File: src/design/isg_pkg.sv
`timescale 1ns / 1ps

package isg_pkg;

	// destination scope codes
	typedef enum logic [2:0] {
		SCOPE_PUBLIC      = 3'd0,
		SCOPE_LOOPBACK    = 3'd1,
		SCOPE_PRIVATE     = 3'd2,
		SCOPE_LINKLOCAL   = 3'd3,
		SCOPE_CGNAT       = 3'd4,
		SCOPE_RESERVED    = 3'd5,
		SCOPE_MULTICAST   = 3'd6,
		SCOPE_UNSPECIFIED = 3'd7
	} scope_t;

	// configuration register indexes
	localparam int unsigned CFG_INDEX_W = 8;
	localparam logic [CFG_INDEX_W-1:0] REG_ISOLATE_ENABLE = 8'd0;
	localparam logic [CFG_INDEX_W-1:0] REG_ALLOW_LOOPBACK = 8'd1;

	// well-known IPv6 prefixes
	localparam logic [63:0] NAT64_HIGH    = 64'h0064_ff9b_0000_0000;
	localparam logic [15:0] SIX_TO_FOUR   = 16'h2002;
	localparam logic [31:0] MAPPED_MARK   = 32'h0000_ffff;

endpackage

File: src/design/ip_scope_guard.sv
`timescale 1ns / 1ps

// Destination scope guard. Each transaction carries one IPv4 or IPv6 address
// and returns its scope and whether isolation refuses it. IPv6 forms that
// embed an IPv4 address (mapped, compatible, NAT64, 6to4) are classified by
// the IPv4 rules. The block runs as a three-stage pipeline: IPv6 prefix
// decode and IPv4 extraction, IPv4 range classification, then the block
// decision in the output register. It accepts one address per cycle and a
// result is registered in each stage in turn; out_ready low holds the
// pipeline, and in_ready drops only once all three stages are full.
// Configuration (cfg_we, cfg_index, cfg_wdata) is meant to be written only
// while no transaction is in flight.
module ip_scope_guard (
	input  logic                            clk,
	input  logic                            arst_n,
	input  logic                            cfg_we,
	input  logic [isg_pkg::CFG_INDEX_W-1:0] cfg_index,
	input  logic                            cfg_wdata,
	input  logic                            in_valid,
	output logic                            in_ready,
	input  logic                            is_ipv6,
	input  logic [63:0]                     addr_high,
	input  logic [63:0]                     addr_low,
	output logic                            out_valid,
	input  logic                            out_ready,
	output isg_pkg::scope_t                 scope,
	output logic                            blocked
);
	import isg_pkg::*;

	logic isolate_enable_q;
	logic allow_loopback_q;

	logic        valid_s1, valid_s2, valid_s3;
	logic        en1, en2, en3;

	logic        use_v4_s1;
	logic [31:0] v4_addr_s1;
	scope_t      fixed_scope_s1;

	scope_t      scope_s2;
	scope_t      scope_s3;
	logic        blocked_s3;

	logic        use_v4_d;
	logic [31:0] v4_addr_d;
	scope_t      fixed_scope_d;
	scope_t      v4_scope;
	scope_t      scope_d2;
	logic        blocked_d;

	// configuration registers
	always_ff @(posedge clk or negedge arst_n) begin
		if (!arst_n) begin
			isolate_enable_q <= 1'b1;
			allow_loopback_q <= 1'b0;
		end else if (cfg_we) begin
			if (cfg_index == REG_ISOLATE_ENABLE) isolate_enable_q <= cfg_wdata;
			if (cfg_index == REG_ALLOW_LOOPBACK) allow_loopback_q <= cfg_wdata;
		end
	end

	// stage enables: a stage loads when it is empty or its successor moves
	assign en3      = !valid_s3 || out_ready;
	assign en2      = !valid_s2 || en3;
	assign en1      = !valid_s1 || en2;
	assign in_ready = en1;

	always_ff @(posedge clk or negedge arst_n) begin
		if (!arst_n) begin
			valid_s1 <= 1'b0;
			valid_s2 <= 1'b0;
			valid_s3 <= 1'b0;
		end else begin
			if (en1) valid_s1 <= in_valid;
			if (en2) valid_s2 <= valid_s1;
			if (en3) valid_s3 <= valid_s2;
		end
	end

	// stage 1: IPv6 prefix decode, pick the IPv4 address to classify
	always_comb begin
		logic hi_zero;
		logic lo_top_zero;
		hi_zero       = (addr_high == 64'd0);
		lo_top_zero   = (addr_low[63:32] == 32'd0);
		use_v4_d      = 1'b1;
		v4_addr_d     = addr_low[31:0];
		fixed_scope_d = SCOPE_PUBLIC;
		if (is_ipv6) begin
			priority if (hi_zero && addr_low[63:32] == MAPPED_MARK) begin
				use_v4_d = 1'b1;
			end else if (hi_zero && addr_low == 64'd1) begin
				use_v4_d      = 1'b0;
				fixed_scope_d = SCOPE_LOOPBACK;
			end else if (hi_zero && addr_low == 64'd0) begin
				use_v4_d      = 1'b0;
				fixed_scope_d = SCOPE_UNSPECIFIED;
			end else if (hi_zero && lo_top_zero) begin
				use_v4_d = 1'b1;
			end else if (addr_high == NAT64_HIGH && lo_top_zero) begin
				use_v4_d = 1'b1;
			end else if (addr_high[63:48] == SIX_TO_FOUR) begin
				use_v4_d  = 1'b1;
				v4_addr_d = addr_high[47:16];
			end else if (addr_high[63:57] == 7'b1111_110) begin
				use_v4_d      = 1'b0;
				fixed_scope_d = SCOPE_PRIVATE;
			end else if (addr_high[63:56] == 8'hfe && addr_high[55:54] == 2'b10) begin
				use_v4_d      = 1'b0;
				fixed_scope_d = SCOPE_LINKLOCAL;
			end else if (addr_high[63:56] == 8'hff) begin
				use_v4_d      = 1'b0;
				fixed_scope_d = SCOPE_MULTICAST;
			end else begin
				use_v4_d      = 1'b0;
				fixed_scope_d = SCOPE_PUBLIC;
			end
		end
	end

	always_ff @(posedge clk) begin
		if (en1) begin
			use_v4_s1      <= use_v4_d;
			v4_addr_s1     <= v4_addr_d;
			fixed_scope_s1 <= fixed_scope_d;
		end
	end

	// stage 2: IPv4 special-use ranges
	always_comb begin
		logic [7:0] o1, o2, o3;
		o1 = v4_addr_s1[31:24];
		o2 = v4_addr_s1[23:16];
		o3 = v4_addr_s1[15:8];
		priority if (o1 == 8'd0)                                v4_scope = SCOPE_RESERVED;
		else if (o1 == 8'd10)                                   v4_scope = SCOPE_PRIVATE;
		else if (o1 == 8'd100 && o2[7:6] == 2'b01)              v4_scope = SCOPE_CGNAT;
		else if (o1 == 8'd127)                                  v4_scope = SCOPE_LOOPBACK;
		else if (o1 == 8'd169 && o2 == 8'd254)                  v4_scope = SCOPE_LINKLOCAL;
		else if (o1 == 8'd172 && o2[7:4] == 4'd1)               v4_scope = SCOPE_PRIVATE;
		else if (o1 == 8'd192 && o2 == 8'd168)                  v4_scope = SCOPE_PRIVATE;
		else if (o1 == 8'd192 && o2 == 8'd0 && (o3 == 8'd0 || o3 == 8'd2))
			v4_scope = SCOPE_RESERVED;
		else if (o1 == 8'd192 && o2 == 8'd88 && o3 == 8'd99)    v4_scope = SCOPE_RESERVED;
		else if (o1 == 8'd198 && o2[7:1] == 7'd9)               v4_scope = SCOPE_RESERVED;
		else if (o1 == 8'd198 && o2 == 8'd51 && o3 == 8'd100)   v4_scope = SCOPE_RESERVED;
		else if (o1 == 8'd203 && o2 == 8'd0 && o3 == 8'd113)    v4_scope = SCOPE_RESERVED;
		else if (o1[7:4] == 4'he)                               v4_scope = SCOPE_MULTICAST;
		else if (o1[7:4] == 4'hf)                               v4_scope = SCOPE_RESERVED;
		else                                                    v4_scope = SCOPE_PUBLIC;
	end

	assign scope_d2 = use_v4_s1 ? v4_scope : fixed_scope_s1;

	always_ff @(posedge clk) begin
		if (en2) scope_s2 <= scope_d2;
	end

	// stage 3: isolation decision into the output register
	assign blocked_d = isolate_enable_q && (scope_s2 != SCOPE_PUBLIC) &&
		!(scope_s2 == SCOPE_LOOPBACK && allow_loopback_q);

	always_ff @(posedge clk) begin
		if (en3) begin
			scope_s3   <= scope_s2;
			blocked_s3 <= blocked_d;
		end
	end

	assign out_valid = valid_s3;
	assign scope     = scope_s3;
	assign blocked   = blocked_s3;

endmodule

File: config.mk
export PLATFORM = sky130hd
export DESIGN_NAME = ip_scope_guard
export DESIGN_NICKNAME = d
export VERILOG_FILES = /design/src/design/isg_pkg.sv /design/src/design/ip_scope_guard.sv
export SDC_FILE = /design/constraint.sdc
export NUM_CORES = 1
export LEC_CHECK = 0
export ABC_AREA = 1
export ABC_CLOCK_PERIOD_IN_PS = 2400
export BUFFER_PORTS_ARGS = -buffer_cell sky130_fd_sc_hd__buf_2
export CAP_MARGIN = 20
export CORE_AREA = 2 2 68 102
export DETAILED_ROUTE_END_ITERATION = 16
export DIE_AREA = 0 0 70 104
export PLACE_DENSITY = 0.85
export SETUP_SLACK_MARGIN = 0.1
export SLEW_MARGIN = 40
export SYNTH_ARGS = -nofsm -noshare
export SYNTH_HDL_FRONTEND = slang
export SYNTH_SLANG_ARGS = --single-unit
File: constraint.sdc
create_clock -name clk -period 2.4 [get_ports clk]
set_input_delay 0 -clock clk [delete_from_list [all_inputs] [get_ports clk]]
set_output_delay 0 -clock clk [all_outputs]
set_load 0.005 [all_outputs]
=== Word level (Yosys, flattened, before mapping) ===
Cells that the tools add are included.

* Register bits: 48
* Bits of input ports: 143

* Equal/unequal tests: 31
* Mux-type cells: 35
* Bitwise operators: 1
* Reduce and logical (&&, ||, !) cells: 42

{| class="wikitable"
|+ Operators by type and width
! operator !! number
|-
| 32-bit 2-to-1 mux || 7
|-
| 64-bit zero test || 2
|-
| 8-bit equality test (second input constant) || 9
|-
| 3-bit 2-to-1 mux || 22
|-
| 64-bit by 1-bit equality test with 1-bit output (second input constant) || 1
|-
| 64-bit by 55-bit equality test with 1-bit output (second input constant) || 1
|-
| 8-bit by 7-bit equality test with 1-bit output (second input constant) || 6
|-
| 32-bit by 16-bit equality test with 1-bit output (second input constant) || 1
|-
| 32-bit zero test || 1
|-
| 8-bit zero test || 4
|-
| 1-bit logical AND || 22
|-
| 16-bit by 14-bit equality test with 1-bit output (second input constant) || 1
|-
| 4-bit equality test (second input constant) || 2
|-
| 8-bit by 1-bit equality test with 1-bit output (second input constant) || 1
|-
| 8-bit by 2-bit equality test with 1-bit output (second input constant) || 1
|-
| 8-bit by 4-bit equality test with 1-bit output (second input constant) || 1
|-
| 8-bit by 6-bit equality test with 1-bit output (second input constant) || 1
|-
| 7-bit by 4-bit equality test with 1-bit output (second input constant) || 1
|-
| 7-bit equality test (second input constant) || 1
|-
| 1-bit 2-to-1 mux || 6
|-
| 4-bit by 1-bit equality test with 1-bit output (second input constant) || 1
|-
| 1-bit zero test || 4
|-
| 1-bit logical OR || 4
|-
| 2-bit AND reduction || 2
|-
| 7 further kinds || 7
|}

=== Longest topological paths before layout ===
* Depth after elaboration: 16
* Gate-level depth with buffers: 10
* Gate-level depth less buffers: 10

=== Worst setup path before layout ===
No wires, ideal clock.

* Kind: reg-to-reg
* Start: reg valid_s3 (netlist: out_valid)
* End: reg fixed_scope_s1[0], enable pin
* Library setup time: 387 ps
* Arrival: 1285 ps
* Required time: 2013 ps
* Slack: 727 ps
* Cell stages (with the launch flop): 4
* Path buffers: 0
* Period minus slack after synthesis: 1673 ps
* Cell sequence: dfrtp_1 nand2_1 nor2_1 nand2_1

* Longest elaborated chain between the ends: 4

{| class="wikitable"
|+ Ends and longest elaborated chain
! item !! RTL line !! text
|-
| start, declared || ip_scope_guard.sv:34 || <nowiki>logic valid_s1, valid_s2, valid_s3;</nowiki>
|-
| start signal, assigned || ip_scope_guard.sv:77 || <nowiki>if (en3) valid_s3 <= valid_s2;</nowiki>
|-
| 1-bit zero test || ip_scope_guard.sv:64 || <nowiki>assign en3 = !valid_s3 || out_ready;</nowiki>
|-
| 1-bit logical OR || ip_scope_guard.sv:64 ||
|-
| via en3 || ip_scope_guard.sv:35 || <nowiki>logic en1, en2, en3;</nowiki>
|-
| 1-bit logical OR || ip_scope_guard.sv:65 || <nowiki>assign en2 = !valid_s2 || en3;</nowiki>
|-
| 1-bit logical OR || ip_scope_guard.sv:66 || <nowiki>assign en1 = !valid_s1 || en2;</nowiki>
|-
| via in_ready || ip_scope_guard.sv:20 || <nowiki>output logic in_ready,</nowiki>
|-
| end signal, assigned || ip_scope_guard.sv:126 || <nowiki>fixed_scope_s1 <= fixed_scope_d;</nowiki>
|-
| end, declared || ip_scope_guard.sv:39 || <nowiki>scope_t fixed_scope_s1;</nowiki>
|}

The timed path passes the listed nets, and every way through them passes these cells.
A chain may end at the register's enable or synchronous reset.

=== Final worst setup path ===
* Start: reg v4_addr_s1[30]
* End: reg scope_s2[0], data pin

* Longest elaborated chain between the ends: 16

{| class="wikitable"
|+ Ends and longest elaborated chain
! item !! RTL line !! text
|-
| start, declared || ip_scope_guard.sv:38 || <nowiki>logic [31:0] v4_addr_s1;</nowiki>
|-
| start signal, assigned || ip_scope_guard.sv:125 || <nowiki>v4_addr_s1 <= v4_addr_d;</nowiki>
|-
| 4-bit equality test or 8-bit equality test (tied branches) || ip_scope_guard.sv:150, ip_scope_guard.sv:148 ||
|-
| 3-bit 2-to-1 mux or 1-bit logical AND (tied branches) || ip_scope_guard.sv:150, ip_scope_guard.sv:148 ||
|-
| 3-bit 2-to-1 mux or 1-bit logical AND (tied branches) || ip_scope_guard.sv:149, ip_scope_guard.sv:148 ||
|-
| 3-bit 2-to-1 mux || ip_scope_guard.sv:148 || <nowiki>else if (o1 == 8'd203 && o2 == 8'd0 && o3 == 8'd113) v4_scope = SCOPE_RESERVED;</nowiki>
|-
| 3-bit 2-to-1 mux || ip_scope_guard.sv:147 || <nowiki>else if (o1 == 8'd198 && o2 == 8'd51 && o3 == 8'd100) v4_scope = SCOPE_RESERVED;</nowiki>
|-
| 3-bit 2-to-1 mux || ip_scope_guard.sv:146 || <nowiki>else if (o1 == 8'd198 && o2[7:1] == 7'd9) v4_scope = SCOPE_RESERVED;</nowiki>
|-
| 3-bit 2-to-1 mux || ip_scope_guard.sv:145 || <nowiki>else if (o1 == 8'd192 && o2 == 8'd88 && o3 == 8'd99) v4_scope = SCOPE_RESERVED;</nowiki>
|-
| 3-bit 2-to-1 mux || ip_scope_guard.sv:143 || <nowiki>else if (o1 == 8'd192 && o2 == 8'd0 && (o3 == 8'd0 || o3 == 8'd2))</nowiki>
|-
| 3-bit 2-to-1 mux || ip_scope_guard.sv:142 || <nowiki>else if (o1 == 8'd192 && o2 == 8'd168) v4_scope = SCOPE_PRIVATE;</nowiki>
|-
| 3-bit 2-to-1 mux || ip_scope_guard.sv:141 || <nowiki>else if (o1 == 8'd172 && o2[7:4] == 4'd1) v4_scope = SCOPE_PRIVATE;</nowiki>
|-
| 3-bit 2-to-1 mux || ip_scope_guard.sv:140 || <nowiki>else if (o1 == 8'd169 && o2 == 8'd254) v4_scope = SCOPE_LINKLOCAL;</nowiki>
|-
| 3-bit 2-to-1 mux || ip_scope_guard.sv:139 || <nowiki>else if (o1 == 8'd127) v4_scope = SCOPE_LOOPBACK;</nowiki>
|-
| 3-bit 2-to-1 mux || ip_scope_guard.sv:138 || <nowiki>else if (o1 == 8'd100 && o2[7:6] == 2'b01) v4_scope = SCOPE_CGNAT;</nowiki>
|-
| 3-bit 2-to-1 mux || ip_scope_guard.sv:137 || <nowiki>else if (o1 == 8'd10) v4_scope = SCOPE_PRIVATE;</nowiki>
|-
| 3-bit 2-to-1 mux * || ip_scope_guard.sv:136 || <nowiki>priority if (o1 == 8'd0) v4_scope = SCOPE_RESERVED;</nowiki>
|-
| 3-bit 2-to-1 mux * || ip_scope_guard.sv:154 || <nowiki>assign scope_d2 = use_v4_s1 ? v4_scope : fixed_scope_s1;</nowiki>
|-
| via scope_d2[0] || ip_scope_guard.sv:49 || <nowiki>scope_t scope_d2;</nowiki>
|-
| end signal, assigned || ip_scope_guard.sv:157 || <nowiki>if (en2) scope_s2 <= scope_d2;</nowiki>
|-
| end, declared || ip_scope_guard.sv:41 || <nowiki>scope_t scope_s2;</nowiki>
|}

Mark *: on every way through the listed nets, which the timed path passes. The rest lies on a longest branch.

==> qor.txt <==
row count -> 36
synthesized area per cell -> 6.25 um^2
CP top delay family -> simple AND/OR/NAND/NOR gates
max-slew violations -> 0
final hold violations -> 0
H-Tree Depth -> 2
critical path's slowest cell -> edfxtp_1
Leak -> 2.16 nW
RD Place Congestion -> 0.898
VDD IR max -> 190 uV
hold path start -> addr_low[16]
Clock transition at path regs -> 0.08 ns
Finished Core Util -> 0.659
Max Clock Skew -> 0.00794 ns
CP cell instances -> nand2_1 > inv_1 > nand2_1 > nor2_1 > a21oi_1 > nand2_1 > nor2_1 > nand4_1 > nand2_1 > inv_1
# setup viols final -> 0
Most common cell on crit path -> nand2_1
met1 Use GR -> 0.262
clk buf depth -> 2
PD cells -> 439 nW/um^2
Via density -> 5.23
WL/cell -> 12.8 um
Ports -> 149
Setup CP Type -> flop to flop
Core ar. -> 6400 um^2
Root Driver -> clkbuf_8
post-DP HPWL -> 8040 um
postcts setup bufs -> 0
total wire length -> 9650 um
CP endpoint kind -> flop
Area Growth Syn to Fin -> 29.5%
DP Worst Slack -> 0.549 ns
Design Power -> 1.85 mW
cells after synthesis -> 521
Arr. time, crit path -> 1.72 ns
Die X -> 70 um
post-route cell area -> 4220 um^2
insertion delay to the later sink of the worst-skew pair -> 0.29 ns
RSZ-0062 raised after global routing -> no
Hold Path Sink -> v4_addr_s1[16]$_DFFE_PP_
total global-route track usage -> 0.267
number of synthesized flops with an enable pin -> 35
most used routing layer -> met2
met2 GRT Util -> 0.510
die area -> 7280 um^2
Critical path origin -> v4_addr_s1[30]$_DFFE_PP_
CTS buffer count -> 5
first-pass GRT wire length -> 15800 um
worst reg-to-reg setup slack -> 0.74 ns
Remaining DRCs -> 0
crit path buf inv count -> 2
grt ovf -> 0
IO Port Bufs -> 148
DR vias -> 3936
worst hold-check path type -> input port to flop
share of layout cells above drive strength 1 -> 0.256
FMAX -> 0.603 GHz
router iterations before antenna repair -> 5
largest net degree at the start of global routing -> 40
synthesized flop and latch total -> 40
status -> completed
Final #Nets -> 817
worst r2r src -> v4_addr_s1[30]$_DFFE_PP_
WHS Path Cells -> 3
period utilization -> 0.691
Die Height -> 104 um
post-layout worst setup margin -> 0.741 ns
vias in the first global route -> 3785
Detailed Route Iter0 Violations -> 157
initial antenna violation count -> 1
most frequently used flop master after synthesis -> edfxtp_1
Clock Sinks -> 40
worst r2r path cells -> 10
critical path launch point type -> flop
slew at the pin closest to its max-slew limit -> 0.686 ns
slew margin rel. -> 0.541
Mapped Nets -> 664
reg2reg end -> scope_s2[0]$_DFFE_PP_
Synth async-reset ratio -> 0.125
met3 Use GR -> 0.0281
Total Negative Setup Slacks -> 0 ns
sequential share of the synthesized area -> 0.362
synthesized area -> 3260 um^2
antenna-violating nets left -> 0
Initial Util -> 0.509
commonest non-fill, non-tap cell in the layout -> nand2_1
CTS tree -> yes
synth warn -> 0
CP max stage delay -> 0.44 ns
count of cell types in the netlist -> 26
Max Cap Violations -> 0
Placed Area -> 4060 um^2
CP required -> 2.46 ns
CP max FO -> 4
Final min period -> 1.66 ns
commonest non-fill, non-tap cells in the layout -> nand2_1 (173), buf_2 (148), nor2_1 (122)
how the worst max path moves through the flow:
stage,end,slack (ns),cells past startpoint
floorplan,fixed_scope_s1[0]$_SDFFCE_PP0P_,0.73,3
global placement,v4_addr_s1[11]$_DFFE_PP_,0.65,10
detailed placement,v4_addr_s1[25]$_DFFE_PP_,0.55,10
CTS,scope_s2[0]$_DFFE_PP_,0.74,10
global route,scope_s2[2]$_DFFE_PP_,0.59,10
finish,scope_s2[0]$_DFFE_PP_,0.74,10
kinds of logic after synthesis:
family                 synth area share
AND/OR/NAND/NOR                   0.503
flip-flops                        0.362
AO/OA/AOI/OAI                    0.0461
buffers and inverters            0.0895
state kept, by name, summed over array words and instances (netlist names):
register / cells
fixed_scope_s1: 3
scope: 3
scope_s2: 3
v4_addr_s1: 24
allow_loopback_q: 1
out_valid: 1
valid_s1: 1
use_v4_s1: 1
blocked: 1
valid_s2: 1
isolate_enable_q: 1
report_power, final:
group / switching (mW) / leakage [nW] / total (mW) / internal (mW)
combinational: 0.236 / 1.68 / 0.411 / 0.175
clock: 0.229 / 0.0558 / 0.537 / 0.308
sequential: 0.0532 / 0.423 / 0.902 / 0.849
layer usage:
layer / wire length [um] / vias up / share of wire
li1: - / 1980 / -
met1: 3270 / 1711 / 0.34
met2: 5180 / 202 / 0.54
met3: 633 / 43 / 0.066
met4: 577 / 0 / 0.060
met5: 0 / - / 0
through the flow:
step	hold WS, ns	std cells
finish	0.0184	752
global route	0.0365	752
CTS	0.0106	751
detailed placement	-0.178	739
global placement	-0.182	739
floorplan	-0.296	521
timing repair:
action                    in CTS  in global routing
resized for setup              0                  0
hold endpoints to repair       8                  0
hold buffers                   4                  0
cell usage after synthesis, types with 3 or more instances:
| cell | count | area share |
|---|---|---|
| nand2_1 | 173 | 0.20 |
| inv_1 | 63 | 0.073 |
| dfrtp_1 | 4 | 0.031 |
| clkbuf_1 | 4 | 0.0046 |
| nand4_1 | 25 | 0.048 |
| o21ai_0 | 15 | 0.023 |
| a21oi_1 | 3 | 0.0046 |
| edfxtp_1 | 35 | 0.32 |
| nor4_1 | 5 | 0.0096 |
| nand3b_1 | 3 | 0.0069 |
| nand3_1 | 37 | 0.057 |
| o21ai_2 | 5 | 0.013 |
| or2_2 | 3 | 0.0058 |
| nor3_1 | 10 | 0.015 |
| nor2_1 | 122 | 0.14 |
worst register-to-register path, delay by kind of cell (launching register included):
kind	cells	cell delay (ns)
and+or+nand+nor	7	0.77
DFF	1	0.44
AOI/OAI and AO/OA	1	0.13
buffers and inverters	2	0.09
area by class of cell:
cell class,count,area [um^2]
clock buffer,5,68.8
inverter,64,240
sequential,40,1180
antenna,1,2.50
tap,76,95.1
multi-input combinational,408,1790
fill,591,2180
clock inverter,3,42.5
timing repair buffer,155,803
Power figures use the tool's default switching activity.
